===== src/sdf_pkg.sv =====
// ----------------------------------------------------------------------------
// sdf_pkg
// Shared types, widths and helpers for the spike de-sawtooth filter.
// ----------------------------------------------------------------------------
package sdf_pkg;

    localparam int SMP_W           = 16;
    localparam int VAL_W           = 24;
    localparam int THR_W           = 17;
    localparam int Q_W             = 18;
    localparam int DIFF_W          = VAL_W + 1;
    localparam int SERIES_LEN_DEF  = 64;
    localparam int MAX_PASSES_DEF  = 4095;
    localparam logic [THR_W-1:0] THR_RESET = 17'd58982;
    localparam logic [Q_W-1:0]   PROP_ONE  = 18'd65536;

    typedef logic signed [VAL_W-1:0] t_val;
    typedef logic [DIFF_W-1:0]       t_diff;

    typedef struct packed {
        logic  start;
        t_diff d2;
        t_diff md;
    } t_div_req;

    typedef struct packed {
        logic           done;
        logic [Q_W-1:0] q;
    } t_div_rsp;

    typedef enum logic [3:0] {
        S_LOAD,
        S_PASS,
        S_SCAN_RD,
        S_SCAN_WT,
        S_DIV_ST,
        S_DIV_WT,
        S_DECIDE,
        S_WR,
        S_EMIT,
        S_EM_LD
    } t_state;

    function automatic t_diff abs_gap(t_val x, t_val y);
        logic signed [DIFF_W-1:0] d;
        d = DIFF_W'(x) - DIFF_W'(y);
        return d[DIFF_W-1] ? t_diff'(-d) : t_diff'(d);
    endfunction

endpackage


===== src/sdf_if.sv =====
// ----------------------------------------------------------------------------
// sdf_if
// Valid/ready channels carrying input and result words.
// ----------------------------------------------------------------------------
interface sdf_in_if import sdf_pkg::*; ();
    logic                    valid;
    logic                    ready;
    logic signed [SMP_W-1:0] sample;
    logic                    is_good;
    logic                    last_in;

    modport source (output valid, sample, is_good, last_in, input ready);
    modport sink   (input valid, sample, is_good, last_in, output ready);
endinterface

interface sdf_out_if import sdf_pkg::*; ();
    logic                    valid;
    logic                    ready;
    logic signed [VAL_W-1:0] smoothed;
    logic                    last_out;

    modport source (output valid, smoothed, last_out, input ready);
    modport sink   (input valid, smoothed, last_out, output ready);
endinterface


===== src/spike_desawtooth_filter_unit.sv =====
// ----------------------------------------------------------------------------
// spike_desawtooth_filter_unit
// Collects a series, removes sawtooth spikes from its good samples, emits it.
// ----------------------------------------------------------------------------
// Words are taken one per cycle until the one marked last; no result appears
// before that. Smoothing then runs whole passes over the stored series: each
// pass reads every stored entry once from the series RAM (S_SCAN_RD, then
// S_SCAN_WT) and runs the serial divider for every interior good sample
// (but not when it sits level with both neighbours); every pass but the
// closing one ends with the correction write. Passes repeat until the
// largest correction proportion is at or below the configured threshold or
// the pass limit is reached. The series is then read out word by word, each
// word held until the sink has taken the one before; input is accepted
// again from the last word on.
module spike_desawtooth_filter_unit import sdf_pkg::*; #(
    parameter int SERIES_LEN = SERIES_LEN_DEF,
    parameter int MAX_PASSES = MAX_PASSES_DEF
) (
    input  logic             i_clk,
    input  logic             i_rst_n,
    input  logic             i_cfg_we,
    input  logic [THR_W-1:0] i_cfg_wdata,
    sdf_in_if.sink           i_in_word,
    sdf_out_if.source        o_out_word
);
    localparam int AW = (SERIES_LEN > 1) ? $clog2(SERIES_LEN) : 1;
    localparam int CW = $clog2(SERIES_LEN + 1);
    localparam int PW = $clog2(MAX_PASSES + 1);
    localparam int MW = VAL_W + 1;
    localparam int GW = VAL_W + 2;
    localparam int XW = THR_W + 1 + GW;

    t_state r_state, n_state;

    logic [THR_W-1:0]     r_thr;
    logic [CW-1:0]        r_cnt;
    logic [CW-1:0]        r_ptr;
    logic [PW-1:0]        r_pass;
    logic [1:0]           r_ngood;
    t_val                 r_wa, r_wv, r_wb;
    logic [AW-1:0]        r_wvi, r_wbi;
    logic [THR_W-1:0]     r_best;
    logic [AW-1:0]        r_bi;
    t_val                 r_ba, r_bv, r_bb;
    logic signed [XW-1:0] r_prod;
    logic                 r_out_valid;
    t_val                 r_out_val;
    logic                 r_out_last;

    logic                 in_acc;
    logic                 ram_we;
    logic [AW-1:0]        ram_waddr;
    logic [MW-1:0]        ram_wdata;
    logic [AW-1:0]        ram_raddr;
    logic [MW-1:0]        ram_rdata;
    t_div_req             div_req;
    t_div_rsp             div_rsp;
    t_diff                d_ab, d_va, d_vb, md;
    logic signed [Q_W:0]  prop;
    logic signed [GW-1:0] gap2;
    logic signed [XW-1:0] rsum;
    logic signed [XW-1:0] nv;
    t_val                 nv_sat;
    logic                 stop;

    sdf_ram #(.DEPTH(SERIES_LEN), .WIDTH(MW), .AW(AW)) u_ram (
        .i_clk   (i_clk),
        .i_we    (ram_we),
        .i_waddr (ram_waddr),
        .i_wdata (ram_wdata),
        .i_raddr (ram_raddr),
        .o_rdata (ram_rdata)
    );

    sdf_div u_div (
        .i_clk   (i_clk),
        .i_rst_n (i_rst_n),
        .i_req   (div_req),
        .o_rsp   (div_rsp)
    );

    assign in_acc            = i_in_word.valid && i_in_word.ready;
    assign i_in_word.ready   = (r_state == S_LOAD);
    assign o_out_word.valid    = r_out_valid;
    assign o_out_word.smoothed = r_out_val;
    assign o_out_word.last_out = r_out_last;

    always_comb begin
        d_ab = abs_gap(r_wa, r_wb);
        d_va = abs_gap(r_wv, r_wa);
        d_vb = abs_gap(r_wv, r_wb);
        md   = (d_va > d_vb) ? d_va : d_vb;
        prop = $signed({1'b0, PROP_ONE}) - $signed({1'b0, div_rsp.q});
        gap2 = GW'(r_ba) + GW'(r_bb) - {r_bv[VAL_W-1], r_bv, 1'b0};
        rsum = r_prod + XW'(PROP_ONE);
        nv   = XW'(r_bv) + (rsum >>> 17);
        if (nv > XW'(signed'({1'b0, {(VAL_W-1){1'b1}}}))) begin
            nv_sat = {1'b0, {(VAL_W-1){1'b1}}};
        end else if (nv < XW'(signed'({1'b1, {(VAL_W-1){1'b0}}}))) begin
            nv_sat = {1'b1, {(VAL_W-1){1'b0}}};
        end else begin
            nv_sat = nv[VAL_W-1:0];
        end
        stop = (r_best == '0) || (r_best <= r_thr);
        div_req.start = (r_state == S_DIV_ST) && (md != '0);
        div_req.d2    = d_ab;
        div_req.md    = md;
    end

    always_comb begin
        n_state   = r_state;
        ram_we    = 1'b0;
        ram_waddr = r_cnt[AW-1:0];
        ram_wdata = {i_in_word.is_good, VAL_W'(i_in_word.sample) <<< 8};
        ram_raddr = r_ptr[AW-1:0];
        case (r_state)
            S_LOAD: begin
                if (in_acc) begin
                    ram_we = (r_cnt < CW'(SERIES_LEN));
                    if (i_in_word.last_in) begin
                        n_state = S_PASS;
                    end
                end
            end
            S_PASS: begin
                n_state = (r_pass == PW'(MAX_PASSES)) ? S_EMIT : S_SCAN_RD;
            end
            S_SCAN_RD: begin
                n_state = (r_ptr == r_cnt) ? S_DECIDE : S_SCAN_WT;
            end
            S_SCAN_WT: begin
                n_state = (ram_rdata[VAL_W] && r_ngood != 2'd0) ? S_DIV_ST : S_SCAN_RD;
                if (ram_rdata[VAL_W] && r_ngood == 2'd1) begin
                    n_state = S_SCAN_RD;
                end
            end
            S_DIV_ST: begin
                n_state = (md != '0) ? S_DIV_WT : S_SCAN_RD;
            end
            S_DIV_WT: begin
                if (div_rsp.done) begin
                    n_state = S_SCAN_RD;
                end
            end
            S_DECIDE: begin
                n_state = stop ? S_EMIT : S_WR;
            end
            S_WR: begin
                ram_we    = 1'b1;
                ram_waddr = r_bi;
                ram_wdata = {1'b1, nv_sat};
                n_state   = S_PASS;
            end
            S_EMIT: begin
                if (!r_out_valid || o_out_word.ready) begin
                    n_state = S_EM_LD;
                end
            end
            S_EM_LD: begin
                n_state = (r_ptr == r_cnt - CW'(1)) ? S_LOAD : S_EMIT;
            end
            default: begin
                n_state = S_LOAD;
            end
        endcase
    end

    always_ff @(posedge i_clk) begin
        if (!i_rst_n) begin
            r_state <= S_LOAD;
        end else begin
            r_state <= n_state;
        end
    end

    always_ff @(posedge i_clk) begin
        if (!i_rst_n) begin
            r_thr       <= THR_RESET;
            r_cnt       <= '0;
            r_ptr       <= '0;
            r_pass      <= '0;
            r_ngood     <= '0;
            r_best      <= '0;
            r_out_valid <= 1'b0;
        end else begin
            if (i_cfg_we) begin
                r_thr <= i_cfg_wdata;
            end
            if (r_out_valid && o_out_word.ready) begin
                r_out_valid <= 1'b0;
            end
            case (r_state)
                S_LOAD: begin
                    if (in_acc && r_cnt < CW'(SERIES_LEN)) begin
                        r_cnt <= r_cnt + CW'(1);
                    end
                end
                S_PASS: begin
                    r_ptr   <= '0;
                    r_ngood <= '0;
                    r_best  <= '0;
                end
                S_SCAN_WT: begin
                    r_ptr <= r_ptr + CW'(1);
                    if (ram_rdata[VAL_W]) begin
                        r_wa  <= r_wv;
                        r_wv  <= r_wb;
                        r_wb  <= ram_rdata[VAL_W-1:0];
                        r_wvi <= r_wbi;
                        r_wbi <= r_ptr[AW-1:0];
                        if (r_ngood != 2'd3) begin
                            r_ngood <= r_ngood + 2'd1;
                        end
                    end
                end
                S_DIV_WT: begin
                    if (div_rsp.done && !prop[Q_W] && prop[THR_W-1:0] > r_best) begin
                        r_best <= prop[THR_W-1:0];
                        r_bi   <= r_wvi;
                        r_ba   <= r_wa;
                        r_bv   <= r_wv;
                        r_bb   <= r_wb;
                    end
                end
                S_DECIDE: begin
                    r_prod <= $signed({1'b0, r_best}) * gap2;
                    if (stop) begin
                        r_ptr <= '0;
                    end
                end
                S_WR: begin
                    r_pass <= r_pass + PW'(1);
                end
                S_EMIT: begin
                    if (!r_out_valid || o_out_word.ready) begin
                        r_ptr <= r_ptr;
                    end
                end
                S_EM_LD: begin
                    r_out_valid <= 1'b1;
                    r_out_val   <= ram_rdata[VAL_W-1:0];
                    r_out_last  <= (r_ptr == r_cnt - CW'(1));
                    if (r_ptr == r_cnt - CW'(1)) begin
                        r_cnt  <= '0;
                        r_pass <= '0;
                        r_ptr  <= '0;
                    end else begin
                        r_ptr <= r_ptr + CW'(1);
                    end
                end
                default: begin
                end
            endcase
        end
    end
endmodule


===== src/sdf_ram.sv =====
// ----------------------------------------------------------------------------
// sdf_ram
// Simple dual-port synchronous RAM, registered read.
// ----------------------------------------------------------------------------
module sdf_ram #(
    parameter int DEPTH = 64,
    parameter int WIDTH = 25,
    parameter int AW    = 6
) (
    input  logic             i_clk,
    input  logic             i_we,
    input  logic [AW-1:0]    i_waddr,
    input  logic [WIDTH-1:0] i_wdata,
    input  logic [AW-1:0]    i_raddr,
    output logic [WIDTH-1:0] o_rdata
);
    logic [WIDTH-1:0] mem [DEPTH];

    always_ff @(posedge i_clk) begin
        if (i_we) begin
            mem[i_waddr] <= i_wdata;
        end
        o_rdata <= mem[i_raddr];
    end
endmodule


===== src/sdf_div.sv =====
// ----------------------------------------------------------------------------
// sdf_div
// Radix-2 restoring divider: q = floor(d2 * 2^16 / md), one bit per cycle.
// ----------------------------------------------------------------------------
module sdf_div import sdf_pkg::*; (
    input  logic     i_clk,
    input  logic     i_rst_n,
    input  t_div_req i_req,
    output t_div_rsp o_rsp
);
    logic [DIFF_W:0]  r_rem;
    logic [DIFF_W:0]  r_dsr;
    logic [Q_W-1:0]   r_q;
    logic [4:0]       r_it;
    logic             r_busy;
    logic             r_done;
    logic [DIFF_W:0]  x;
    logic [DIFF_W:0]  dv;
    logic             ge;

    // first step tests 2*md, second md, then shift-and-subtract
    always_comb begin
        dv = (r_it == 5'd0) ? {r_dsr[DIFF_W-1:0], 1'b0} : r_dsr;
        x  = (r_it >= 5'd2) ? {r_rem[DIFF_W-1:0], 1'b0} : r_rem;
        ge = (x >= dv);
    end

    always_ff @(posedge i_clk) begin
        if (!i_rst_n) begin
            r_busy <= 1'b0;
            r_done <= 1'b0;
            r_it   <= '0;
        end else begin
            r_done <= 1'b0;
            if (i_req.start) begin
                r_busy <= 1'b1;
                r_it   <= '0;
                r_rem  <= {1'b0, i_req.d2};
                r_dsr  <= {1'b0, i_req.md};
            end else if (r_busy) begin
                r_rem <= ge ? x - dv : x;
                r_q   <= {r_q[Q_W-2:0], ge};
                r_it  <= r_it + 5'd1;
                if (r_it == 5'(Q_W - 1)) begin
                    r_busy <= 1'b0;
                    r_done <= 1'b1;
                end
            end
        end
    end

    assign o_rsp.done = r_done;
    assign o_rsp.q    = r_q;
endmodule


===== src/flat_wrapper.sv =====
// flat-port wrapper written by rule: the top's interface ports become plain ports
module spike_desawtooth_filter_unit_flat import sdf_pkg::*;
#(
    parameter int SERIES_LEN = SERIES_LEN_DEF,
    parameter int MAX_PASSES = MAX_PASSES_DEF
)
  (i_clk, i_rst_n, i_cfg_we, i_cfg_wdata, i_in_word_valid, i_in_word_sample, i_in_word_is_good, i_in_word_last_in, i_in_word_ready, o_out_word_valid, o_out_word_smoothed, o_out_word_last_out, o_out_word_ready);
  sdf_in_if i_in_word_i ();
  sdf_out_if o_out_word_i ();
  input  logic i_clk;
  input  logic i_rst_n;
  input  logic i_cfg_we;
  input  logic [THR_W-1:0] i_cfg_wdata;
  input wire logic [$bits(i_in_word_i.valid)-1:0] i_in_word_valid;
  input wire logic [$bits(i_in_word_i.sample)-1:0] i_in_word_sample;
  input wire logic [$bits(i_in_word_i.is_good)-1:0] i_in_word_is_good;
  input wire logic [$bits(i_in_word_i.last_in)-1:0] i_in_word_last_in;
  output wire logic [$bits(i_in_word_i.ready)-1:0] i_in_word_ready;
  output wire logic [$bits(o_out_word_i.valid)-1:0] o_out_word_valid;
  output wire logic [$bits(o_out_word_i.smoothed)-1:0] o_out_word_smoothed;
  output wire logic [$bits(o_out_word_i.last_out)-1:0] o_out_word_last_out;
  input wire logic [$bits(o_out_word_i.ready)-1:0] o_out_word_ready;
  assign i_in_word_i.valid = i_in_word_valid;
  assign i_in_word_i.sample = i_in_word_sample;
  assign i_in_word_i.is_good = i_in_word_is_good;
  assign i_in_word_i.last_in = i_in_word_last_in;
  assign i_in_word_ready = i_in_word_i.ready;
  assign o_out_word_valid = o_out_word_i.valid;
  assign o_out_word_smoothed = o_out_word_i.smoothed;
  assign o_out_word_last_out = o_out_word_i.last_out;
  assign o_out_word_i.ready = o_out_word_ready;
  spike_desawtooth_filter_unit #(.SERIES_LEN(SERIES_LEN), .MAX_PASSES(MAX_PASSES)) u_core (.i_clk(i_clk), .i_rst_n(i_rst_n), .i_cfg_we(i_cfg_we), .i_cfg_wdata(i_cfg_wdata), .i_in_word(i_in_word_i), .o_out_word(o_out_word_i));
endmodule

===== config.mk =====
export PLATFORM = sky130hd
export DESIGN_NAME = spike_desawtooth_filter_unit_flat
export DESIGN_NICKNAME = d
export VERILOG_FILES = /design/src/sdf_pkg.sv /design/src/sdf_if.sv /design/src/spike_desawtooth_filter_unit.sv /design/src/sdf_ram.sv /design/src/sdf_div.sv /design/src/flat_wrapper.sv
export SDC_FILE = /design/constraint.sdc
export NUM_CORES = 2
export LEC_CHECK = 0
export ABC_AREA = 1
export BUFFER_PORTS_ARGS = -buffer_cell sky130_fd_sc_hd__buf_2
export CORE_UTILIZATION = 28
export CTS_BUF_LIST = sky130_fd_sc_hd__clkbuf_8
export DETAILED_ROUTE_END_ITERATION = 10
export GPL_ROUTABILITY_DRIVEN = 0
export HOLD_SLACK_MARGIN = 0.1
export PLACE_DENSITY_LB_ADDON = 0.2
export SETUP_SLACK_MARGIN = 0.2
export SYNTH_ARGS = -nofsm -noshare
export SYNTH_HDL_FRONTEND = slang
export SYNTH_SLANG_ARGS = --single-unit

===== constraint.sdc =====
create_clock -name i_clk -period 8.25 [get_ports i_clk]
set_clock_uncertainty 0.15 [all_clocks]
set_input_delay 0.4125 -clock i_clk [delete_from_list [all_inputs] [get_ports i_clk]]
set_output_delay 0.4125 -clock i_clk [all_outputs]
set_load 0.05 [all_outputs]

After elaboration in Yosys (flattened, before gate mapping)
Memories as Yosys holds them, arrays and structs flattened. A register that Yosys moved wholly into a read port is not among the register bits.
Index checks and enable logic that the tools add are counted.
- add/sub/neg operators: 18
- $mul: 1
- $lt $le $gt $ge: 8
- eq/ne operators: 25
- multiplexer cells: 48
- bitwise logic cells: 3
- reductions and logical operators: 39
- operators by type and width (operator ; number):
    25-bit two-way mux ; 6
    26-bit two-way mux ; 4
    25-bit negator ; 3
    24-bit by 24-bit subtractor with 25-bit output ; 3
    24-bit two-way mux ; 2
    44-bit by 17-bit adder with 44-bit output, second input constant ; 1
    44-bit by 24-bit > comparator with 1-bit output, second input constant ; 1
    44-bit by 24-bit less-than comparator with 1-bit output, second input constant ; 1
    18-bit by 26-bit multiplier with 44-bit output ; 1
    4-bit case mux with 10 select lines ; 1
    17-bit case mux with 2 select lines ; 1
    4-bit two-way mux ; 8
    24-bit by 27-bit adder with 28-bit output ; 1
    7-bit two-way mux ; 4
    7-bit case mux with 4 select lines ; 1
    26-bit greater-or-equal comparator ; 1
    25-bit by 25-bit subtractor with 26-bit output ; 1
    26-bit subtractor ; 1
    24-bit by 24-bit adder with 25-bit output ; 1
    25-bit > comparator ; 1
    25-bit nonzero test ; 1
    12-bit case mux with 2 select lines ; 1
    17-bit by 18-bit subtractor with 19-bit output, first input constant ; 1
    17-bit > comparator ; 1
    41 further kinds ; 95
- bits in registers: 374
- RAM bits: 1600
- bits of input ports: 40
- output and inout bits: 27
- logic and storage cells: 170
- memories: 1
- memories (name ; words ; width ; rd ports ; clocked after Yosys merged registers in ; write ports ; line ; source):
    u_core.u_ram.mem ; 64 ; 25 ; 1 ; 1 ; 1 ; sdf_ram.sv:17 ; logic [WIDTH-1:0] mem [DEPTH];

Logic depth before layout (Yosys ltp)
- word-level depth: 9
- depth in mapped cells: 46
- depth with buffers taken out: 45

Modules after synthesis
Synthesis repeated with hierarchy kept, for this count alone.
- cell total of the unflattened synthesis: 11281
- area, all modules: 109902.9 sq um
- modules (own cells, without submodules) (module ; times used ; cells an instance ; area each (sq um)):
    sdf_ram ; 1 ; 5443 ; 65750.6
    spike_desawtooth_filter_unit ; 1 ; 4987 ; 38306.7
    sdf_div ; 1 ; 851 ; 5845.6

Worst setup path before layout
OpenSTA, ideal clock, no wires.
- path kind: flip-flop to flip-flop
- from: reg u_core.r_bv[1]
- to: reg u_core.r_prod[43], data pin
- arrival time: 7.819 ns
- setup slack: 0.019 ns
- cell stages (with the launch flop): 41
- cells stage by stage: edfxtp_1 > fa_1 > inv_1 > ha_1 > nand2_1 > nand2_1 > nand2_1 > o21ai_1 > a21boi_0 > o21ai_1 > a21oi_1 > inv_1 > nand2_1 > nand2_1 > nand3_1 > nand2_1 > xor2_1 > inv_1 > (+5 left out) > fa_1 > inv_1 > fa_1 > fa_1 > inv_1 > fa_1 > inv_1 > ha_1 > nand2_1 > nor2_1 > nand4_1 > nor4_1 > a21oi_1 > o21ai_0 > nand3_1 > o211ai_1 > a21oi_1 > xor2_1
- word-level cells in the longest chain between the ends: 2
- ends and longest elaborated chain (what ; line ; source):
    start, declared ; spike_desawtooth_filter_unit.sv:44 ; t_val r_ba, r_bv, r_bb;
    start signal, assigned ; spike_desawtooth_filter_unit.sv:221 ; r_bv <= r_wv;
    25-bit by 25-bit subtractor with 26-bit output ; spike_desawtooth_filter_unit.sv:94 ; gap2 = GW'(r_ba) + GW'(r_bb) - {r_bv[VAL_W-1], r_bv, 1'b0};
    18-bit by 26-bit multiplier with 44-bit output ; spike_desawtooth_filter_unit.sv:226 ; r_prod <= $signed({1'b0, r_best}) * gap2;
    end signal, assigned ; spike_desawtooth_filter_unit.sv:226 ;
    end, declared ; spike_desawtooth_filter_unit.sv:45 ; logic signed [XW-1:0] r_prod;
No other way between the ends.
A chain may end at the register's enable or synchronous reset.

Worst setup path in the final report
- from: reg u_core.r_ba[3]
- to: reg u_core.r_prod[35], data pin
- word-level cells in the longest chain between the ends: 3
- ends and longest elaborated chain (what ; line ; source):
    start, declared ; spike_desawtooth_filter_unit.sv:44 ;
    start signal, assigned ; spike_desawtooth_filter_unit.sv:220 ; r_ba <= r_wa;
    24-bit by 24-bit adder with 25-bit output ; spike_desawtooth_filter_unit.sv:94 ;
    25-bit by 25-bit subtractor with 26-bit output ; spike_desawtooth_filter_unit.sv:94 ;
    18-bit by 26-bit multiplier with 44-bit output ; spike_desawtooth_filter_unit.sv:226 ;
No other way between the ends.

==> impl_metrics.csv <==
group,metric,value,unit
floorplan,rows,224,
min_path,min_path_type,"in2reg",
setup_path,worstReg2RegStart,"u_core.r_ba[3]",
sta,worstMarginPinSlew,1210,ps
route,vias_per_cell,4.89,
setup_path,crit_required,8750,ps
floorplan,io_pins,67,
status,violations,"negative setup slack",
flow_run,maxCapViolations,0,
setup_path,critPathLaunch,"u_core.r_ba[3]",
setup_path,crit_path_top_delay_cell,"fa_2",
logic_synthesis,yosys.area.top_type,"edfxtp_1",
logic_synthesis,ys_types,58,
logic_synthesis,synth.net_count,10948,
logic_synthesis,synth-seq-cells,1983,
cts,cts_buffers,338,
logic_synthesis,ys.flop_type,"edfxtp_1",
logic_synthesis,synth_edf_count,1884,
global_routing,grt_max_degree,196,
sta,tns,-12.5,ps
status,outcome,"finished, violations left",
power_and_ir_drop,powerDensity,300,nW/um^2
floorplan,die-area,379000,um^2
logic_synthesis,async_flop_share,0,%
logic_synthesis,netlist_top_cells_area,"edfxtp_1, fa_1, nand2_1",
logic_synthesis,synth_cells,10122,
route,wl_per_cell,22.5,um
setup_path,slowest_delay,590,ps
logic_synthesis,syn_area,105000,um^2
setup_path,worstSetupStartpointType,"flip-flop",
logic_synthesis,synth_area_per_cell,10.4,um^2
setup_path,cp-end-kind,"flip-flop",
global_routing,globalRouteOverflowTotal,0,
global_routing,grt_pass1_vias,77978,
logic_synthesis,synth_top_cell_area_share,53.7,%
sta,period_share,100,%
sta,setup_viol,1,
setup_path,reg2reg_depth,41,
route,routed_wl,358,mm
place,port_buffers,66,
final_layout,multi_input_area,42400,um^2
setup_path,critical_path_class,"reg2reg",
global_routing,antenna_found_initial,18,
floorplan,start_util,28.2,%
sta,slew_viol_final,0,
cts,clock_path_buffers,4,
setup_path,cp-endpoint,"u_core.r_prod[35]",
final_layout,fin_nets,11502,
route,drt_iter0_drc,6531,
sta,fmax,121,MHz
setup_path,arrival,8770,ps
final_layout,seq_area,58600,um^2
setup_path,rrSetupSlack,-10,ps
floorplan,core,374000,um^2
route,drc,0,
setup_path,critPathMaxFanout,5,
cts,cts.sinks,1983,
power_and_ir_drop,fin_total_pwr,0.0370,W
route,detail-route-antenna-nets,0,
cts,cts_tree,"yes",
power_and_ir_drop,p_leak,49.0,nW
cts,root_buffer,"clkbuf_8",
floorplan,die_x,616,um
final_layout,drive_gt1_share,13.1,%
sta,fin_hold_ws,213,ps
route,vias,77887,
sta,final-hold-violation-count,0,
final_layout,final_common_cell,"edfxtp_1",
place,post-place-ws,-931,ps
logic_synthesis,synth_warnings,0,
cts,path_clk_slew,60,ps
logic_synthesis,ys_seq_area_share,55.5,%
sta,rsz0062_at_grt,"true",
final_layout,syn_to_final_growth,17.0,%
global_routing,grt_usage,18.4,%
route,dr.pass1.iters,5,
min_path,holdPathStages,5,
global_routing,grt_pass1_wl,522,mm
power_and_ir_drop,irDropWorstVdd,552,uV
final_layout,nFillCells,37892,
sta,finalCriticalPeriod,8260,ps
sta,relSlewSlack,18.2,%
cts,clock_latency,1000,ps
sta,fin_ws,-12.5,ps
final_layout,final_cell_mix,"edfxtp_1, nand2_1, nor2_1, inv_1, o21ai_0",
cts,htreeDepth,5,
place,hpwl,232,mm
floorplan,die_h,616,um
setup_path,r2r-end,"u_core.r_prod[35]",
[metrics by stage]
stage / area (um^2) / util [%] / instances
after floorplan: 105000 / - / 10122
after global placement: 115000 / 30.7 / 15172
after detailed placement: 115000 / 30.7 / 15172
after CTS: 123000 / 32.8 / 15872
after global routing: 123000 / 33.0 / 15904
final: 123000 / 33.0 / 15917
[power by group]
group	internal, W	total (W)	switching, W
registers	0.0115	0.0116	0.000145
logic	0.00748	0.0172	0.00971
clock network	0.00411	0.00823	0.00411
total	0.0230	0.0370	0.0140
[repair_timing]
item	CTS	global route
endpoints found under the setup margin	27	116
hold buffers	72	0
gates cloned	0	2
hold endpoints to repair	123	0
resized for setup	256	123
setup buffers	33	29
pin swaps	145	107
[cells in the mapped netlist (20+ instances only)]
cell      count
edfxtp_1   1884
nand2_1    1470
nor2_1     1399
inv_1      1208
o21ai_0    1013
fa_1        458
clkbuf_1    412
nand3_1     387
a21oi_1     332
ha_1        328
o22ai_1     240
o221ai_1    167
xor2_1      105
dfxtp_1      99
nand4_1      99
nor3_1       74
xnor2_1      69
o211ai_1     59
a31oi_1      41
or2_2        41
o21ai_1      27
buf_1        20
[cells by family after synthesis]
| family | share of synthesized area, % |
|---|---|
| muxes | 0.0380 |
| buffers and inverters | 6.02 |
| AOI/OAI and AO/OA | 10.7 |
| DFF | 55.5 |
| adders and majority gates | 12.6 |
| xor gates and xnor gates | 1.49 |
| and+or+nand+nor | 13.6 |
[state kept, by name (all words and copies together), names as in the netlist, 2 cells and up]
name,cells
u_core.u_ram.mem,1600
u_core.r_prod,28
u_core.u_div.r_rem,26
u_core.u_div.r_dsr,25
u_core.u_ram.o_rdata,25
u_core.o_out_word.smoothed,24
u_core.r_ba,24
u_core.r_bb,24
u_core.r_bv,24
u_core.r_wa,24
u_core.r_wb,24
u_core.r_wv,24
u_core.u_div.r_q,18
u_core.r_best,17
u_core.r_thr,17
u_core.r_pass,12
u_core.r_cnt,7
u_core.r_ptr,7
u_core.r_bi,6
u_core.r_wbi,6
u_core.r_wvi,6
u_core.u_div.r_it,5
u_core.r_state,4
u_core.r_ngood,2
[worst min-delay path by stage]
stage	startpoint	to	slack, ps
3_5_place_dp	u_core.r_wvi[2]	u_core.r_bi[2]	260
2_1_floorplan	u_core.r_wvi[0]	u_core.r_bi[0]	250
3_3_place_gp	u_core.r_wbi[1]	u_core.r_wvi[1]	250
4_1_cts	o_out_word_ready	u_core.o_out_word.valid	100
6_report	o_out_word_ready	u_core.o_out_word.valid	210
5_1_grt	o_out_word_ready	u_core.o_out_word.valid	190
[critical path, delay by kind of cell, from the launching register on]
kind	cells	cell delay [ps]
and+or+nand+nor	8	880
xor gates and xnor gates	1	140
adders and majority gates	9	4130
buffers and inverters	11	970
DFF	1	340
AOI/OAI and AO/OA	12	1410
[per-layer routing]
metal  routed length (um)  vias to the layer above  GRT usage [%]
li1                     -                    35896              -
met1               158000                    39163           25.0
met2               167000                     2309           30.5
met3                20400                      517           2.26
met4                12700                        2           6.03
met5                   10                        -              0
[final cells by class]
type	instances	area share, %
clock inverter	244	0.998
inverter	1227	3.79
multi-input combinational	6467	34.4
tap	4972	5.04
antenna	14	0.0284
sequential	1983	47.5
clock buffer	351	3.92
timing repair buffer	659	4.34
Note: power is estimated with default switching activity, not from simulation.
